===== src/sv/raf_pkg.sv =====
package raf_pkg;

    localparam int MATERIALS = 16;
    localparam int MAT_W     = (MATERIALS > 1) ? $clog2(MATERIALS) : 1;
    localparam int IDX_W     = 4;

    localparam logic [1:0] ACT_COMPUTE  = 2'd0;
    localparam logic [1:0] ACT_LOAD_EA  = 2'd1;
    localparam logic [1:0] ACT_LOAD_SA  = 2'd2;
    localparam logic [1:0] ACT_LOAD_K   = 2'd3;

    localparam int IN_W  = 2 + IDX_W + 32 * 9;
    localparam int IN_TW = ((IN_W + 7) / 8) * 8;
    localparam int OUT_TW = 128;

    typedef logic signed [31:0] t_s32;

    typedef struct packed {
        t_s32 ex, ey, ez, gx, gy, gz, k;
    } t_mat;

    // saturate a wide signed value to 32 bits
    function automatic t_s32 sat32(input logic signed [95:0] x);
        if (x > 96'sd2147483647)
            return 32'sh7fffffff;
        else if (x < -96'sd2147483648)
            return 32'sh80000000;
        else
            return x[31:0];
    endfunction

    // a*b >>> n (floor), saturated
    function automatic t_s32 mul_sat(input t_s32 a, input t_s32 b, input int n);
        logic signed [63:0] p;
        p = a * b;
        return sat32(96'(p >>> n));
    endfunction

endpackage


===== src/sv/raf_table.sv =====
module raf_table import raf_pkg::*; (
    input  logic             i_clk,
    input  logic             i_rst_n,
    input  logic             i_we,
    input  logic [1:0]       i_act,
    input  logic [IDX_W-1:0] i_wmat,
    input  t_s32             i_a0,
    input  t_s32             i_a1,
    input  t_s32             i_a2,
    input  logic [IDX_W-1:0] i_rmat,
    output t_mat             o_mat
);
    t_mat r_tab [MATERIALS];
    logic [MATERIALS-1:0] r_ea_v, r_sa_v, r_k_v;
    logic wvalid, rvalid;
    logic [MAT_W-1:0] wi, ri;
    t_mat r_mat;

    assign wvalid = 32'(i_wmat) < MATERIALS;
    assign rvalid = 32'(i_rmat) < MATERIALS;
    assign wi = MAT_W'(i_wmat);
    assign ri = MAT_W'(i_rmat);

    always_ff @(posedge i_clk) begin
        if (!i_rst_n) begin
            r_ea_v <= '0;
            r_sa_v <= '0;
            r_k_v  <= '0;
        end else if (i_we && wvalid) begin
            case (i_act)
                ACT_LOAD_EA: r_ea_v[wi] <= 1'b1;
                ACT_LOAD_SA: r_sa_v[wi] <= 1'b1;
                ACT_LOAD_K:  r_k_v[wi]  <= 1'b1;
                default: ;
            endcase
        end
    end

    always_ff @(posedge i_clk) begin
        if (i_we && wvalid) begin
            case (i_act)
                ACT_LOAD_EA: begin
                    r_tab[wi].ex <= i_a0; r_tab[wi].ey <= i_a1; r_tab[wi].ez <= i_a2;
                end
                ACT_LOAD_SA: begin
                    r_tab[wi].gx <= i_a0; r_tab[wi].gy <= i_a1; r_tab[wi].gz <= i_a2;
                end
                ACT_LOAD_K: r_tab[wi].k <= i_a0;
                default: ;
            endcase
        end
    end

    // invalid entries read as zero
    always_ff @(posedge i_clk) begin
        r_mat.ex <= (rvalid && r_ea_v[ri]) ? r_tab[ri].ex : '0;
        r_mat.ey <= (rvalid && r_ea_v[ri]) ? r_tab[ri].ey : '0;
        r_mat.ez <= (rvalid && r_ea_v[ri]) ? r_tab[ri].ez : '0;
        r_mat.gx <= (rvalid && r_sa_v[ri]) ? r_tab[ri].gx : '0;
        r_mat.gy <= (rvalid && r_sa_v[ri]) ? r_tab[ri].gy : '0;
        r_mat.gz <= (rvalid && r_sa_v[ri]) ? r_tab[ri].gz : '0;
        r_mat.k  <= (rvalid && r_k_v[ri])  ? r_tab[ri].k  : '0;
    end

    assign o_mat = r_mat;
endmodule


===== config.mk =====
export PLATFORM = sky130hd
export DESIGN_NAME = raf_table
export DESIGN_NICKNAME = d
export VERILOG_FILES = /design/src/sv/raf_pkg.sv /design/src/sv/raf_table.sv
export SDC_FILE = /design/constraint.sdc
export NUM_CORES = 2
export LEC_CHECK = 0
export BUFFER_PORTS_ARGS = -buffer_cell sky130_fd_sc_hd__buf_4
export CORE_MARGIN = 2
export CORE_UTILIZATION = 40
export DETAILED_ROUTE_END_ITERATION = 16
export HOLD_SLACK_MARGIN = 0.02
export SKIP_CTS_REPAIR_TIMING = 1
export SYNTH_ARGS = -nofsm -noshare
export SYNTH_HDL_FRONTEND = slang
export SYNTH_SLANG_ARGS = --single-unit

===== constraint.sdc =====
create_clock -name i_clk -period 15.37 [get_ports i_clk]
set_input_delay 2.3055 -clock i_clk [delete_from_list [all_inputs] [get_ports i_clk]]
set_output_delay 2.3055 -clock i_clk [all_outputs]
set_load 0.03 [all_outputs]

==> results by group <==
Status
  • Outcome: completed

Route
  • Routed WL: 358000 um
  • DR pass1 iterations: 6
  • Detailed Route Iter0 Violations: 7229
  • Final ANT Viol Nets: 0
  • Wire length per cell: 31.5 um
  • Drc violations: 0
  • Via density: around 5.6
  • Vias: approximately 64000

Setup path
  • Crit. End Element: register
  • CP delay by family, top: buffers and inverters
  • Slowest-stage cell, CP: buf_4
  • Worst path bufs/invs: 4
  • Worst Path Class, Setup: in -> reg
  • CP Max Fanout: 107
  • Startpoint Class: input pin
  • Cells along the critical path: buf_16 > buf_12 > buf_12 > buf_4 > mux4_2 > mux4_2 > nor2b_1
  • Crit path required time: 16.14 ns
  • Crit path DAT: roughly 6.6 ns
  • Largest stage delay, worst path: 0.91 ns

Synthesis
  • Top FF cell, synth: edfxtp_1
  • Mean post-synth cell area: 25.1 um^2
  • Synth Net Count: around 5800
  • Most numerous cell in the Yosys netlist: edfxtp_1
  • Yosys top cell by area: edfxtp_1
  • Synth Register Bits: just under 4000
  • Largest cells by area after synthesis: edfxtp_1 (76%), mux4_2 (17%), dfxtp_1 (3.8%), nor2b_1 (0.89%), mux2i_1 (0.39%)
  • Cell area after synthesis: about 140000 um^2
  • Yosys warns: 0
  • EDFF count, synth: ~3600
  • Cells after Synth: 5684
  • Post-synthesis sequential area ratio: 0.793
  • Synth unique cells: 32
  • Post-synth top area share: 0.755
  • Async SR Flop Fraction: 0
  • Post-synth top cells: edfxtp_1 (3584), mux4_2 (1101), dfxtp_1 (272)

Clocking
  • Clock Sink Count: 3856
  • Root Driver: clkbuf_16
  • CTS Buffer Depth: 4
  • CTS H-tree depth: 5
  • CTS tree: yes
  • Worst-path clk slew: around 0.06 ns
  • Total CTS buffers: between 300 and 400
  • Clock Latency Late Sink: 0.98 ns

Placement
  • GPL Wtd Cong: 0.743
  • Port Buffers: between 300 and 400
  • Placed Cells: 10600
  • HPWL after DPL: between 150000 and 200000 um
  • Area of placed instances: approximately 150000 um^2

Global route
  • First-pass GRT wire length: roughly 500000 um
  • Met3 Track Usage GR: 0.0278
  • Global route overflow: 0
  • Pin count of the biggest net entering global routing: 108
  • GRT busiest layer: met2
  • Global routing usage on met2: 0.332
  • Number of global-route vias before repair: 65600
  • Total Routing Usage GR: 0.195
  • Initial antenna violation count: 35
  • GRT met1 Usage: 0.267

Cells and area
  • Final Net Count: roughly 6400
  • Util after Layout: 0.460
  • Final instance area: approximately 160000 um^2
  • Cell Count, Final, Fillers Out: around 11000
  • Layout cell share with drive strength beyond 1: 0.335
  • Area grow syn2layout: 14.8%

Power
  • IR drop worst, VDD: 0.0983 mV
  • Leak: around 51 nW
  • Pwr Density: between 100 and 150 nW/um^2

Die
  • Placeable Area: between 300000 and 400000 um^2
  • Die ar.: around 360000 um^2
  • Starting Density: 0.401
  • Die height: 601 um
  • Row cnt: about 220
  • Boundary Pins: 333
  • Die width: approximately 600 um

Min path
  • HP Class: reg -> reg

Timing
  • Max Slew Vio Count: 0
  • Fin. Hold Viols: 0
  • Worst-margin pin slew: around 1.2 ns
  • Final period util: 0.377
  • Peak Freq: around 0.17 GHz
  • Worst Skew: 0.0872 ns
  • Post-layout min period: just under 6 ns
  • Slew headroom: 0.186
  • RSZ-0062 raised after global routing: false
  • Setup TNS: 0 ns
  • Final setup viols: 0

Job
  • Max-cap violations: 0
==> layout make-up <==
type / count / area, um^2
Multi-Input combinational cell: 1534 / 28100
Inverter: 1 / 3.75
Sequential cell: 3856 / 113000
Clock buffer: 529 / 10800
Clock inverter: 195 / 1830
Timing Repair Buffer: 472 / 3800
Tap cell: 4751 / 5940
Antenna cell: 9 / 22.5
Fill cell: 28900 / 192000
==> power by group <==
part | internal, mW | switching [mW] | leakage (nW)
Combinational | 0.369 | 0.464 | 10.6
Sequential | 11.5 | 0.0219 | 34.4
Clock | 5.37 | 3.94 | 6.21
==> cells in the final DEF (no fill, tap or decap), drive strengths merged, types with 25 or more instances in the layout <==
master / Yosys / routed
dfxtp: 272 / 272
nor2: 44 / 44
bufinv: 0 / 25
mux4: 1101 / 1101
clkinv: 0 / 148
buf: 183 / 472
edfxtp: 3584 / 3584
clkbuf: 110 / 529
nor2b: 202 / 202
mux2i: 55 / 55
o21a: 48 / 48
==> final timing paths <==
kind                            cells after the start                 endpoint                    start  slack [ns]
worst min register to register                      1  r_ea_v[13]$_SDFFE_PN0P_  r_ea_v[13]$_SDFFE_PN0P_        0.46
worst max-delay path                                7    o_mat[176]$_SDFF_PN0_                i_rmat[0]        9.58
worst max register to register                      5    o_mat[195]$_SDFF_PN0_  r_ea_v[15]$_SDFFE_PN0P_       12.49
worst min-delay path                                1  r_ea_v[13]$_SDFFE_PN0P_  r_ea_v[13]$_SDFFE_PN0P_        0.46
==> sequential cells by signal, summed over array words and instances, names as in the netlist <==
signal  count
r_sa_v     16
r_tab    3584
r_k_v      16
r_ea_v     16
o_mat     224
==> stage by stage <==
stage / setup WS (ns) / hold WS (ns) / power, mW
2_1_floorplan: 2.73 / 0.435 / 12.3
3_3_place_gp: 8.54 / 0.441 / 12.6
3_5_place_dp: 8.51 / 0.452 / 12.6
4_1_cts: 9.53 / 0.466 / 21.9
5_1_grt: 9.17 / 0.475 / 22.3
6_report: 9.58 / 0.464 / 21.7
==> per-layer routing <==
metal / vias to the layer above / share of wire / wire, um
li1: 25500 / - / -
met1: 35200 / 0.41 / 146000
met2: 2344 / 0.51 / 182000
met3: 439 / 0.062 / 22400
met4: 24 / 0.022 / 7710
met5: - / 0.00041 / 148
==> logic make-up after synthesis <==
group	count (synthesis)	synth area share
multiplexers	1164	0.178
buffers and inverters	294	0.0125
AND/OR/NAND/NOR	282	0.0114
flip-flops	3856	0.793
AO/OA/AOI/OAI	88	0.00437
Note: power is estimated with default switching activity, not from simulation.
